**src/hw/rtl/psq_pkg.sv**
```systemverilog
`timescale 1ns / 1ps

package psq_pkg;

  // Width of the counted-move step counter
  localparam int COUNT_WIDTH = 16;

  // Function codes of an input transaction
  localparam logic [2:0] FN_TICK     = 3'd0;
  localparam logic [2:0] FN_ENDSTOP  = 3'd1;
  localparam logic [2:0] FN_RUN_UP   = 3'd2;
  localparam logic [2:0] FN_RUN_DOWN = 3'd3;
  localparam logic [2:0] FN_STOP     = 3'd4;
  localparam logic [2:0] FN_MOVE     = 3'd5;

  // Configuration register indexes
  localparam int          CFG_IDX_W       = 1;
  localparam logic [CFG_IDX_W-1:0] REG_FULL_STEP   = 1'd0;
  localparam logic [CFG_IDX_W-1:0] REG_STEP_PERIOD = 1'd1;

  localparam logic [7:0] STEP_PERIOD_RESET = 8'd31;

  typedef struct packed {
    logic       full_step;
    logic [7:0] step_period;
  } cfg_t;

  typedef struct packed {
    logic [2:0]         func;
    logic [1:0]         endstops;
    logic signed [15:0] step_count;
  } item_t;

  typedef struct packed {
    logic [3:0] coils;
    logic       running;
    logic       direction_up;
    logic       step_taken;
  } result_t;

  // One-hot coil select for a phase
  function automatic logic [3:0] coil_of(input logic [1:0] ph);
    coil_of = 4'b0001 << ph;
  endfunction

endpackage

```
**src/hw/rtl/psq_if.sv**
```systemverilog
`timescale 1ns / 1ps

// Command / tick input channel
interface psq_in_if;
  logic               valid;
  logic               ready;
  logic [2:0]         func;
  logic [1:0]         endstops;
  logic signed [15:0] step_count;

  modport source (output valid, output func, output endstops, output step_count, input ready);
  modport sink   (input valid, input func, input endstops, input step_count, output ready);
endinterface

// Result channel
interface psq_out_if;
  logic       valid;
  logic       ready;
  logic [3:0] coils;
  logic       running;
  logic       direction_up;
  logic       step_taken;

  modport source (output valid, output coils, output running, output direction_up,
                  output step_taken, input ready);
  modport sink   (input valid, input coils, input running, input direction_up,
                  input step_taken, output ready);
endinterface

// Configuration write channel
interface psq_cfg_if;
  logic       valid;
  logic       ready;
  logic [0:0] index;
  logic [7:0] data;

  modport source (output valid, output index, output data, input ready);
  modport sink   (input valid, input index, input data, output ready);
endinterface

```
**src/hw/rtl/stepper_phase_sequencer_top.sv**
```systemverilog
`timescale 1ns / 1ps

// Four-coil stepper phase sequencer. Each input transaction (tick, endstop
// sample or command) yields exactly one result transaction carrying the coil
// pattern, run/direction status and whether a step was taken. One transaction
// is accepted every clock cycle unless the input stalls; its result passes
// through the input register, the state update and the result register
// before it is presented. The only limit on throughput is the result channel:
// the two registers form an elastic pipeline, so input stalls only when both
// stages hold data that the result sink has not yet taken. Configuration
// writes are always accepted and must only be issued while no
// transaction is in flight.
module stepper_phase_sequencer_top (
  input  logic      clk,
  input  logic      rst_n,
  psq_in_if.sink    in_ch,
  psq_out_if.source out_ch,
  psq_cfg_if.sink   cfg_ch
);

  psq_pkg::cfg_t    cfg;
  psq_pkg::item_t   in_pl_r;
  logic             in_valid_r;
  psq_pkg::result_t out_pl_r;
  psq_pkg::result_t core_res;
  logic             out_valid_r;
  logic             advance;
  logic             fire;

  // Configuration registers
  assign cfg_ch.ready = 1'b1;

  psq_cfg_regs u_cfg (
    .clk      (clk),
    .rst_n    (rst_n),
    .wr_en    (cfg_ch.valid),
    .wr_index (cfg_ch.index),
    .wr_data  (cfg_ch.data),
    .cfg      (cfg)
  );

  // Pipeline flow control
  assign advance     = !out_valid_r || out_ch.ready;
  assign fire        = in_valid_r && advance;
  assign in_ch.ready = !in_valid_r || advance;

  // Input register
  always_ff @(posedge clk) begin
    if (!rst_n) begin
      in_valid_r <= 1'b0;
    end else if (in_ch.ready) begin
      in_valid_r <= in_ch.valid;
    end
  end

  always_ff @(posedge clk) begin
    if (in_ch.valid && in_ch.ready) begin
      in_pl_r.func       <= in_ch.func;
      in_pl_r.endstops   <= in_ch.endstops;
      in_pl_r.step_count <= in_ch.step_count;
    end
  end

  // State update
  psq_step_core u_core (
    .clk    (clk),
    .rst_n  (rst_n),
    .fire   (fire),
    .item   (in_pl_r),
    .cfg    (cfg),
    .result (core_res)
  );

  // Result register
  always_ff @(posedge clk) begin
    if (!rst_n) begin
      out_valid_r <= 1'b0;
    end else if (advance) begin
      out_valid_r <= in_valid_r;
    end
  end

  always_ff @(posedge clk) begin
    if (fire) begin
      out_pl_r <= core_res;
    end
  end

  assign out_ch.valid        = out_valid_r;
  assign out_ch.coils        = out_pl_r.coils;
  assign out_ch.running      = out_pl_r.running;
  assign out_ch.direction_up = out_pl_r.direction_up;
  assign out_ch.step_taken   = out_pl_r.step_taken;

  // A step that leaves the motor running drives one or two coils
  a_step_coils: assert property (@(posedge clk) disable iff (!rst_n)
    out_valid_r && out_pl_r.step_taken && out_pl_r.running
      |-> ($countones(out_pl_r.coils) == 1 || $countones(out_pl_r.coils) == 2))
    else $error("step left running motor with bad coil pattern");

  // A stop command de-energizes everything
  a_stop_off: assert property (@(posedge clk) disable iff (!rst_n)
    fire && in_pl_r.func == psq_pkg::FN_STOP
      |=> (out_pl_r.coils == 4'd0 && !out_pl_r.running && out_valid_r))
    else $error("stop did not clear coils and run");

  // A held input transaction stays held while the result stage is blocked
  a_in_hold: assert property (@(posedge clk) disable iff (!rst_n)
    in_valid_r && !advance |=> in_valid_r && $stable(in_pl_r))
    else $error("input stage lost a transaction under backpressure");

  // Only a tick can report a step
  a_no_step_idle: assert property (@(posedge clk) disable iff (!rst_n)
    fire && in_pl_r.func != psq_pkg::FN_TICK |=> !out_pl_r.step_taken)
    else $error("step reported for a non-tick transaction");

endmodule

```
**src/hw/rtl/psq_cfg_regs.sv**
```systemverilog
`timescale 1ns / 1ps

module psq_cfg_regs (
  input  logic                  clk,
  input  logic                  rst_n,
  input  logic                  wr_en,
  input  logic [0:0]            wr_index,
  input  logic [7:0]            wr_data,
  output psq_pkg::cfg_t         cfg
);

  psq_pkg::cfg_t cfg_r;
  psq_pkg::cfg_t cfg_nxt;

  // Register decode
  always_comb begin
    cfg_nxt = cfg_r;
    if (wr_en) begin
      case (wr_index)
        psq_pkg::REG_FULL_STEP:   cfg_nxt.full_step   = wr_data[0];
        psq_pkg::REG_STEP_PERIOD: cfg_nxt.step_period = wr_data;
        default:                  cfg_nxt = cfg_r;
      endcase
    end
  end

  always_ff @(posedge clk) begin
    if (!rst_n) begin
      cfg_r.full_step   <= 1'b0;
      cfg_r.step_period <= psq_pkg::STEP_PERIOD_RESET;
    end else begin
      cfg_r <= cfg_nxt;
    end
  end

  assign cfg = cfg_r;

endmodule

```
**src/hw/rtl/psq_step_core.sv**
```systemverilog
`timescale 1ns / 1ps

module psq_step_core (
  input  logic              clk,
  input  logic              rst_n,
  input  logic              fire,
  input  psq_pkg::item_t    item,
  input  psq_pkg::cfg_t     cfg,
  output psq_pkg::result_t  result
);

  localparam int CW    = psq_pkg::COUNT_WIDTH;
  localparam int SUM_W = (CW > 17) ? CW : 17;

  logic [1:0]    phase_r, phase_nxt;
  logic [3:0]    coil_r, coil_nxt;
  logic          run_r, run_nxt;
  logic          dir_up_r, dir_up_nxt;
  logic [CW-1:0] steps_r, steps_nxt;
  logic [7:0]    tick_r, tick_nxt;
  logic [1:0]    hist_r, hist_nxt;

  logic          taken;
  logic [1:0]    phase_adv;
  logic [1:0]    changed;
  logic [16:0]   mag;
  logic [SUM_W-1:0] mag_inc;
  logic [SUM_W-1:0] cnt_max;
  logic [CW-1:0] move_load;
  logic [CW-1:0] steps_dec;

  // Phase move, magnitude of a counted move and its saturation
  assign phase_adv = dir_up_r ? (phase_r + 2'd1) : (phase_r - 2'd1);
  assign changed   = item.endstops ^ hist_r;
  assign mag       = item.step_count[15] ? (17'h10000 - {1'b0, item.step_count})
                                         : {1'b0, item.step_count};
  assign mag_inc   = SUM_W'(mag) + SUM_W'(1);
  assign cnt_max   = SUM_W'({CW{1'b1}});
  assign move_load = (mag_inc > cnt_max) ? CW'(cnt_max) : CW'(mag_inc);
  assign steps_dec = steps_r - CW'(1);

  // Next state for one transaction
  always_comb begin
    phase_nxt  = phase_r;
    coil_nxt   = coil_r;
    run_nxt    = run_r;
    dir_up_nxt = dir_up_r;
    steps_nxt  = steps_r;
    tick_nxt   = tick_r;
    hist_nxt   = hist_r;
    taken      = 1'b0;
    case (item.func)
      psq_pkg::FN_TICK: begin
        if (tick_r >= cfg.step_period) begin
          tick_nxt = 8'd0;
          if (run_r) begin
            taken     = 1'b1;
            phase_nxt = phase_adv;
            // full step drives the new phase and the next; wave drives the old phase
            if (cfg.full_step) begin
              coil_nxt = psq_pkg::coil_of(phase_adv) | psq_pkg::coil_of(phase_adv + 2'd1);
            end else begin
              coil_nxt = psq_pkg::coil_of(phase_r);
            end
            if (steps_r != '0) begin
              if (steps_dec <= CW'(1)) begin
                steps_nxt = '0;
                run_nxt   = 1'b0;
                coil_nxt  = 4'd0;
              end else begin
                steps_nxt = steps_dec;
              end
            end
          end
        end else begin
          tick_nxt = tick_r + 8'd1;
        end
      end
      psq_pkg::FN_ENDSTOP: begin
        hist_nxt = item.endstops;
        // endstop one has priority; endstop two only if one is unchanged
        if (changed[0]) begin
          if (!item.endstops[0]) begin
            dir_up_nxt = 1'b0;
            run_nxt    = 1'b1;
          end
        end else if (changed[1]) begin
          if (!item.endstops[1]) begin
            dir_up_nxt = 1'b1;
            run_nxt    = 1'b1;
          end
        end
      end
      psq_pkg::FN_RUN_UP: begin
        dir_up_nxt = 1'b1;
        run_nxt    = 1'b1;
      end
      psq_pkg::FN_RUN_DOWN: begin
        dir_up_nxt = 1'b0;
        run_nxt    = 1'b1;
      end
      psq_pkg::FN_STOP: begin
        run_nxt  = 1'b0;
        coil_nxt = 4'd0;
      end
      psq_pkg::FN_MOVE: begin
        if (item.step_count != 16'sd0) begin
          dir_up_nxt = !item.step_count[15];
          steps_nxt  = move_load;
          run_nxt    = 1'b1;
        end
      end
      default: begin
        taken = 1'b0;
      end
    endcase
  end

  always_ff @(posedge clk) begin
    if (!rst_n) begin
      phase_r  <= 2'd0;
      coil_r   <= 4'd0;
      run_r    <= 1'b0;
      dir_up_r <= 1'b0;
      steps_r  <= '0;
      tick_r   <= 8'd0;
      hist_r   <= 2'b11;
    end else if (fire) begin
      phase_r  <= phase_nxt;
      coil_r   <= coil_nxt;
      run_r    <= run_nxt;
      dir_up_r <= dir_up_nxt;
      steps_r  <= steps_nxt;
      tick_r   <= tick_nxt;
      hist_r   <= hist_nxt;
    end
  end

  // Result reflects the state after the update
  assign result.coils        = coil_nxt;
  assign result.running      = run_nxt;
  assign result.direction_up = dir_up_nxt;
  assign result.step_taken   = taken;

endmodule

```
**src/flat_wrapper.sv**
```systemverilog
// flat-port wrapper written by rule: the top's interface ports become plain ports
module stepper_phase_sequencer_top_flat 
  (clk, rst_n, in_ch_valid, in_ch_func, in_ch_endstops, in_ch_step_count, in_ch_ready, out_ch_valid, out_ch_coils, out_ch_running, out_ch_direction_up, out_ch_step_taken, out_ch_ready, cfg_ch_valid, cfg_ch_index, cfg_ch_data, cfg_ch_ready);
  psq_in_if in_ch_i ();
  psq_out_if out_ch_i ();
  psq_cfg_if cfg_ch_i ();
  input  logic clk;
  input  logic rst_n;
  input wire logic [$bits(in_ch_i.valid)-1:0] in_ch_valid;
  input wire logic [$bits(in_ch_i.func)-1:0] in_ch_func;
  input wire logic [$bits(in_ch_i.endstops)-1:0] in_ch_endstops;
  input wire logic [$bits(in_ch_i.step_count)-1:0] in_ch_step_count;
  output wire logic [$bits(in_ch_i.ready)-1:0] in_ch_ready;
  output wire logic [$bits(out_ch_i.valid)-1:0] out_ch_valid;
  output wire logic [$bits(out_ch_i.coils)-1:0] out_ch_coils;
  output wire logic [$bits(out_ch_i.running)-1:0] out_ch_running;
  output wire logic [$bits(out_ch_i.direction_up)-1:0] out_ch_direction_up;
  output wire logic [$bits(out_ch_i.step_taken)-1:0] out_ch_step_taken;
  input wire logic [$bits(out_ch_i.ready)-1:0] out_ch_ready;
  input wire logic [$bits(cfg_ch_i.valid)-1:0] cfg_ch_valid;
  input wire logic [$bits(cfg_ch_i.index)-1:0] cfg_ch_index;
  input wire logic [$bits(cfg_ch_i.data)-1:0] cfg_ch_data;
  output wire logic [$bits(cfg_ch_i.ready)-1:0] cfg_ch_ready;
  assign in_ch_i.valid = in_ch_valid;
  assign in_ch_i.func = in_ch_func;
  assign in_ch_i.endstops = in_ch_endstops;
  assign in_ch_i.step_count = in_ch_step_count;
  assign in_ch_ready = in_ch_i.ready;
  assign out_ch_valid = out_ch_i.valid;
  assign out_ch_coils = out_ch_i.coils;
  assign out_ch_running = out_ch_i.running;
  assign out_ch_direction_up = out_ch_i.direction_up;
  assign out_ch_step_taken = out_ch_i.step_taken;
  assign out_ch_i.ready = out_ch_ready;
  assign cfg_ch_i.valid = cfg_ch_valid;
  assign cfg_ch_i.index = cfg_ch_index;
  assign cfg_ch_i.data = cfg_ch_data;
  assign cfg_ch_ready = cfg_ch_i.ready;
  stepper_phase_sequencer_top u_core (.clk(clk), .rst_n(rst_n), .in_ch(in_ch_i), .out_ch(out_ch_i), .cfg_ch(cfg_ch_i));
endmodule
```
**config.mk**
```make
export PLATFORM = sky130hd
export DESIGN_NAME = stepper_phase_sequencer_top_flat
export DESIGN_NICKNAME = d
export VERILOG_FILES = /design/src/hw/rtl/psq_pkg.sv /design/src/hw/rtl/psq_if.sv /design/src/hw/rtl/stepper_phase_sequencer_top.sv /design/src/hw/rtl/psq_cfg_regs.sv /design/src/hw/rtl/psq_step_core.sv /design/src/flat_wrapper.sv
export SDC_FILE = /design/constraint.sdc
export NUM_CORES = 1
export LEC_CHECK = 0
export BUFFER_PORTS_ARGS = -buffer_cell sky130_fd_sc_hd__buf_2
export CAP_MARGIN = 5
export CORE_MARGIN = 3
export CORE_UTILIZATION = 40
export DETAILED_ROUTE_END_ITERATION = 10
export SLEW_MARGIN = 10
export SYNTH_ARGS = -nofsm -noshare
export SYNTH_HDL_FRONTEND = slang
export SYNTH_SLANG_ARGS = --single-unit
```
**constraint.sdc**
```tcl
create_clock -name clk -period 8.3 [get_ports clk]
set_clock_uncertainty 0.1 [all_clocks]
set_input_delay 0.415 -clock clk [delete_from_list [all_inputs] [get_ports clk]]
set_output_delay 0.415 -clock clk [all_outputs]
set_load 0.03 [all_outputs]
```
==> out/results.tsv, run 1 <==
stage	metric	value	unit
run_status	status	finished clean	
detailed_routing	drt_iter0_markers	252	
clock_network	cts_tree	yes	
yosys	yosys.area_share.simple	0.240	
sta	post-route-period-util	0.379	
detailed_routing	post-route-drc-count	0	
yosys	synthAdderAreaFrac	0.0365	
clock_network	cts_root_buf	clkbuf_16	
pwr	ir_worst_vdd	0.0913	mV
detailed_routing	num_vias	3971	
critical_path	r2r-end	u_core.u_core.steps_r[7]	
placement	hpwl	7960	um
floorplanning	die_area	0.0133	mm2
yosys	synthMuxAreaShare	0.0211	
critical_path	critPathArrivalTime	3.30	ns
critical_path	critical_path.max_stage_delay	0.74	ns
detailed_routing	viasPerCell	5.59	
yosys	yosysUniqueCellTypes	80	
critical_path	cpMaxStageDelayCell	and3b_1	
sta	hold_viol_final	0	
yosys	yosys_most_used_dff	dfxtp_1	
clock_network	htree_levels	3	
critical_path	reg2reg_from	u_core.in_pl_r[19]	
finish	fin_nets	611	
grt	grt-ovfl-total	0	
yosys	ys_async_sr_fraction	0	
pwr	power	0.000904	W
critical_path	cp-end-kind	register	
pwr	p_leak	1.98	nW
sta	rsz0062_at_grt	no	
sta	drv_slew	0	
floorplanning	fp.coreArea	0.0116	mm2
detailed_routing	maxUsedRoutingLayer	met4	
sta	fmaxAchievable	318	MHz
floorplanning	die_height	116	um
critical_path	crit_cells	7	
yosys	synth_compound_area_frac	0.209	
detailed_routing	wl_met1	5360	um
clock_network	clockBufferDepth	2	
yosys	synthXorXnorAreaFrac	0.0746	
grt	grt_max_degree	26	
floorplanning	initial_core_util	0.415	
finish	syn_to_final_growth	10.5	%
pwr	pwr-share-clk	0.400	
yosys	yosysSeqAreaShare	0.363	
grt	grt_usage	0.169	
critical_path	reg2reg_depth	7	
floorplanning	die_x	116	um
pwr	switching_share	0.279	
finish	drive_gt1_frac	0.157	
yosys	netlist_instances	541	
critical_path	endpoint	u_core.u_core.steps_r[7]	
clock_network	cts_sinks	73	
critical_path	cp_max_fo	20	
yosys	synth_largest_area_cell	dfxtp_1	
detailed_routing	wl_met2	4860	um
sta	tightestPinTransition	0.969	ns
pwr	p_sw	0.000252	W
floorplanning	rows	39	
clock_network	post_cts_buffers	0	
sta	period_minus_slack	3.14	ns
sta	setup_violations	0	
clock_network	cts_buffers	9	
yosys	syn_nets	590	
detailed_routing	wl_per_cell	15.4	um
critical_path	cp.required	8.46	ns
yosys	synth_top_family_by_area	simple AND/OR/NAND/NOR gates	
grt	grt_pass1_wl	18200	um
critical_path	crit_path_frequent_cell	nand3_1	
detailed_routing	route.met3.wl	533	um
clock_network	cts-resized-gates	0	
critical_path	rrSetupSlack	5.16	ns
sta	setup-tns-final	0	ns
clock_network	hold_buffers	0	
clock_network	clkSlewWorstSetupHoldPaths	0.06	ns
yosys	synth_edf_count	28	
critical_path	path_buf_inv	1	
critical_path	critPathKind	register to register	
placement	globalplace.congestion	0.839	
finish	n_antenna_cell	0	
detailed_routing	wl	10900	um
pwr	seqPwrFrac	0.451	
grt	grt_pass1_vias	3656	
placement	io_buffers	43	
critical_path	cp-start-kind	register	
yosys	ys_top_cells_by_area	dfxtp_1, edfxtp_1, nand2_1, xnor2_1, ha_1	
clock_network	worstSkewPairLatency	0.34	ns
hold_path	hold_path.class	input pin to register	
grt	antenna_found_initial	0	
sta	maxSlewHeadroom	0.354	
pwr	comb_power_share	0.149	
yosys	netlist_area	0.00480	mm2
yosys	synth-seq-cells	73	
critical_path	critPathTopFamily	simple AND/OR/NAND/NOR gates	
detailed_routing	drtAntennaViolNets	0	
yosys	netlist.area_leader.share	0.188	
floorplanning	boundaryPins	45	
yosys	yosys-top-cells-count	nand2_1, dfxtp_1, nor2_1, o21ai_0, edfxtp_1	
pwr	power_density	171	mW/mm2
pwr	intPower	0.000652	W
yosys	synth.most_common_cell	nand2_1	
critical_path	worstPathCellList	and3b_1, nand3_1, o22ai_1, inv_2, nor2_2, nand3_1, o211ai_1	
critical_path	timing.critical_path.from	u_core.in_pl_r[19]	
job	maxCapViolCount	0	
yosys	synth.avg_cell_area	8.87	um2
detailed_routing	dr.pass1.iters	5	
yosys	yosysWarnings	0	
-- stage by stage --
stage	hold slack, ns	instance area, um2	util	setup slack [ns]	instances
detailed placement	0.348	5030	0.435	5.20	694
global placement	0.342	5030	0.435	5.29	694
global route	0.142	5300	0.459	4.93	710
finish	0.147	5300	0.459	5.16	710
floorplan	0.333	4800	-	5.70	541
CTS	0.139	5300	0.459	5.21	710
-- kinds of logic (layout without fill, tap and decap cells) --
group           after synthesis  after routing
xor+xnor                     40             40
simple gates                210            210
other cells                   1              1
fa+ha+maj                    14             14
flops                        73             73
mux                          10             10
buf+inv                      60             86
compound gates              133            133
-- power groups by stage --
| stage | clock network, W | registers (W) | logic [W] |
|---|---|---|---|
| 6_report | 0.000361 | 0.000408 | 0.000135 |
| 5_1_grt | 0.000388 | 0.000410 | 0.000152 |
| 4_1_cts | 0.000369 | 0.000407 | 0.000135 |
| 3_5_place_dp | 0 | 0.000415 | 0.000134 |
| 3_3_place_gp | 0 | 0.000414 | 0.000133 |
| 2_1_floorplan | 0 | 0.000406 | 0.000111 |
-- flip-flops by register name (all words and copies together), names as in the netlist, 2 cells and up --
| signal | count |
|---|---|
| u_core.u_core.coil_r | 4 |
| u_core.u_core.steps_r | 16 |
| u_core.u_cfg.cfg | 9 |
| u_core.u_core.hist_r | 2 |
| u_core.out_ch.coils | 4 |
| u_core.u_core.tick_r | 8 |
| u_core.u_core.phase_r | 2 |
| u_core.in_pl_r | 21 |
-- worst reg2reg max path, delay by kind of cell (launching register included) --
kind	cells	cell delay [ns]
and+or+nand+nor	4	1.75
AOI/OAI and AO/OA	2	0.61
buffers and inverters	1	0.09
DFF	1	0.53
-- worst min-delay path by stage --
stage	startpoint	to	slack, ns	depth (start not counted)
final	in_ch_step_count[1]	u_core.in_pl_r[1]	0.15	1
after global placement	u_core.u_core.coil_r[0]	u_core.u_core.coil_r[0]	0.34	2
after CTS	in_ch_step_count[1]	u_core.in_pl_r[1]	0.14	1
after global routing	in_ch_step_count[3]	u_core.in_pl_r[3]	0.14	1
after detailed placement	u_core.u_core.coil_r[2]	u_core.u_core.coil_r[2]	0.35	2
after floorplan	u_core.u_core.coil_r[0]	u_core.u_core.coil_r[0]	0.33	2
-- per-layer routing --
metal / vias to the layer above / track usage
met3: 12 / 0.0386
met4: 0 / 0.0626
met5: - / 0
met1: 1845 / 0.241
li1: 2013 / -
met2: 101 / 0.250
-- cells in the final DEF, fill, tap and decap left out, types with 10 or more instances in the layout --
cell type	instances
buf_2	43
nand3_1	14
nand2b_1	10
o21ai_0	30
inv_1	25
ha_1	14
nor2_1	45
nand2_1	62
nor3_1	13
xnor2_1	21
xor2_1	18
edfxtp_1	28
dfxtp_1	45
a21oi_1	23
-- final cells by class --
type                    instances  area, um2
fillers                      1096       6260
multi-input cells             408       2790
flip-flops and latches         73       1740
clock buffers                  11        243
repair buffers                 43        215
well taps                     143        179
inverters                      27        101
clock inverters                 5       30.0
(Power assumes the default switching activity.)
==> inputs of run 2 (changes only) <==
==> constraint.sdc (replaced) <==
create_clock -name clk -period 3.15 [get_ports clk]
set_clock_uncertainty 0.1 [all_clocks]
set_input_delay 0.1575 -clock clk [delete_from_list [all_inputs] [get_ports clk]]
set_output_delay 0.1575 -clock clk [all_outputs]
set_load 0.03 [all_outputs]
==> run 2 against run 1 <==
Effect of this change: routed wire length is 7.3% higher; combinational power grew to 3.0 times the previous value; setup slack worse by 4.9 ns; largest power group unchanged.
==> out/results.tsv, run 2 (synthesized netlist as in run 1, its figures left out) <==
stage	metric	value	unit	change
run_status	status	finished clean		
detailed_routing	wl_per_cell	15.6	um	+1.5%
critical_path	critPathKind	register to register		
finish	fin_nets	651		+6.5%
sta	maxSlewHeadroom	0.337		-0.0171
clock_network	cts_buffers	9		unchanged
critical_path	reg2reg_depth	9		+2
pwr	p_leak	2.17	nW	+9.4%
critical_path	cp_max_fo	17		-15%
sta	setup-tns-final	0	ns	unchanged
placement	post-place-cells	704		+1.4%
sta	fmaxAchievable	350	MHz	+10%
finish	final_core_util	0.495		+0.0362
clock_network	clockBufferDepth	2		unchanged
grt	grt_usage	0.187		+0.0176
finish	n_antenna_cell	0		unchanged
critical_path	cp-start-kind	register		
sta	setup_violations	0		unchanged
pwr	power_density	443	mW/mm2	+160%
finish	fin_area	0.00572	mm2	+7.9%
critical_path	cp.required	3.27	ns	-5.19 ns
critical_path	critPathArrivalTime	2.97	ns	-0.33 ns
detailed_routing	viasPerCell	5.65		+0.96%
floorplanning	initial_core_util	0.415		unchanged
pwr	pwr-share-clk	0.417		+0.017
clock_network	clkSlewWorstSetupHoldPaths	0.06	ns	about the same
pwr	seqPwrFrac	0.422		-0.029
pwr	power	0.00253	W	+180%
detailed_routing	dr.pass1.iters	7		+2
pwr	comb_power_share	0.162		+0.013
floorplanning	rows	39		unchanged
sta	tightestPinTransition	0.995	ns	+0.0257 ns
pwr	switching_share	0.267		-0.0122
placement	dpl-instance-area	0.00510	mm2	+1.5%
finish	largest_reg_flops	21		unchanged
finish	final_common_cell	nand2_1		
clock_network	cts_root_buf	clkbuf_16		
detailed_routing	drt_iter0_markers	222		-12%
floorplanning	die_height	116	um	unchanged
critical_path	endpoint	u_core.u_core.steps_r[7]		
critical_path	rrSetupSlack	0.30	ns	-4.86 ns
sta	period_minus_slack	2.85	ns	-0.290 ns
floorplanning	die_area	0.0133	mm2	unchanged
grt	antenna_found_initial	0		unchanged
floorplanning	boundaryPins	45		unchanged
finish	drive_gt1_frac	0.165		+0.00778
clock_network	htree_levels	3		unchanged
clock_network	cts_sinks	73		unchanged
critical_path	r2r-end	u_core.u_core.steps_r[7]		
pwr	p_sw	0.000675	W	+170%
floorplanning	fp.coreArea	0.0116	mm2	unchanged
placement	hpwl	8210	um	+3.2%
critical_path	timing.critical_path.from	u_core.in_pl_r[0]		
finish	final_cell_mix	nand2_1, nor2_1, dfxtp_1		
finish	syn_to_final_growth	19.2	%	
floorplanning	die_x	116	um	unchanged
clock_network	worstSkewPairLatency	0.34	ns	about the same
detailed_routing	wl	11700	um	+7.3%
detailed_routing	drtAntennaViolNets	0		unchanged
placement	globalplace.congestion	0.928		+11%
grt	grt_max_degree	25		-3.8%
grt	grt_pass1_wl	19900	um	+9.6%
hold_path	hold_path.class	input pin to register		
critical_path	reg2reg_from	u_core.in_pl_r[0]		
sta	drv_slew	0		unchanged
finish	finalNonFillerCells	750		+5.6%
finish	max_flop_register	u_core.in_pl_r		
sta	post-route-period-util	0.906		+0.527
grt	grt-ovfl-total	0		unchanged
sta	rsz0062_at_grt	no		
sta	hold_viol_final	0		unchanged
job	maxCapViolCount	0		unchanged
critical_path	cp-end-kind	register		
detailed_routing	post-route-drc-count	0		unchanged
placement	io_buffers	43		unchanged
pwr	ir_worst_vdd	0.332	mV	+260%
detailed_routing	num_vias	4235		+6.6%
pwr	intPower	0.00186	W	+180%
grt	grt_pass1_vias	4096		+12%
clock_network	cts_tree	yes		
run 2: final cells by class:
type / instances / area [um2]
Fill cell: 1089 / 5840
Clock buffer: 12 / 258
Timing Repair Buffer: 83 / 591
Clock inverter: 4 / 48.8
Inverter: 27 / 101
Tap cell: 143 / 179
Multi-Input combinational cell: 408 / 2800
Sequential cell: 73 / 1740
run 2: worst min path at each step:
stage | start | slack [ns] | depth (start not counted) | to
3_3_place_gp | in_ch_step_count[6] | 0.23 | 1 | u_core.in_pl_r[6]
6_report | out_ch_ready | 0.08 | 3 | u_core.out_ch.valid
3_5_place_dp | in_ch_step_count[7] | 0.24 | 1 | u_core.in_pl_r[7]
4_1_cts | cfg_ch_index | 0.07 | 4 | u_core.u_cfg.cfg[8]
5_1_grt | cfg_ch_index | 0.13 | 4 | u_core.u_cfg.cfg[8]
2_1_floorplan | in_ch_step_count[0] | 0.16 | 0 | u_core.in_pl_r[0]
run 2: layer usage:
layer / track usage / part of all wire / wire, um / up-vias
met1: 0.249 / 0.46 / 5350 / 1961
met5: 0 / 0 / 0 / -
li1: - / - / - / 2094
met3: 0.0407 / 0.061 / 719 / 27
met2: 0.291 / 0.45 / 5310 / 153
met4: 0.0845 / 0.028 / 325 / 0
run 2: metrics by stage:
step | setup WS [ns] | hold slack, ns
4_1_cts | 0.187 | 0.0691
2_1_floorplan | 0.551 | 0.156
6_report | 0.295 | 0.0831
3_5_place_dp | 0.186 | 0.236
5_1_grt | 0.0888 | 0.126
3_3_place_gp | 0.271 | 0.234
run 2: power by group through the flow:
| stage | Clock [W] | Combinational [W] | Sequential (W) |
|---|---|---|---|
| floorplan | 0 | 0.000292 | 0.00107 |
| global placement | 0 | 0.000370 | 0.00109 |
| detailed placement | 0 | 0.000374 | 0.00109 |
| CTS | 0.00108 | 0.000406 | 0.00107 |
| global route | 0.00113 | 0.000453 | 0.00107 |
| finish | 0.00106 | 0.000409 | 0.00107 |
run 2: critical path: stages, from the launching register on:
cell,delay (ns)
edfxtp_1,0.48
inv_1,0.10
ha_2,0.28
or4b_4,0.54
nor4_4,0.37
o22ai_1,0.24
inv_2,0.15
nor2_4,0.10
nand3_1,0.25
o211ai_1,0.13
run 2: repair_timing:
action / in CTS / in global routing
endpoints found under the setup margin: 0 / 7
hold endpoints to repair: 31 / 0
hold buffers: 30 / 0
gates resized for setup: 0 / 3
setup buffers: 0 / 0
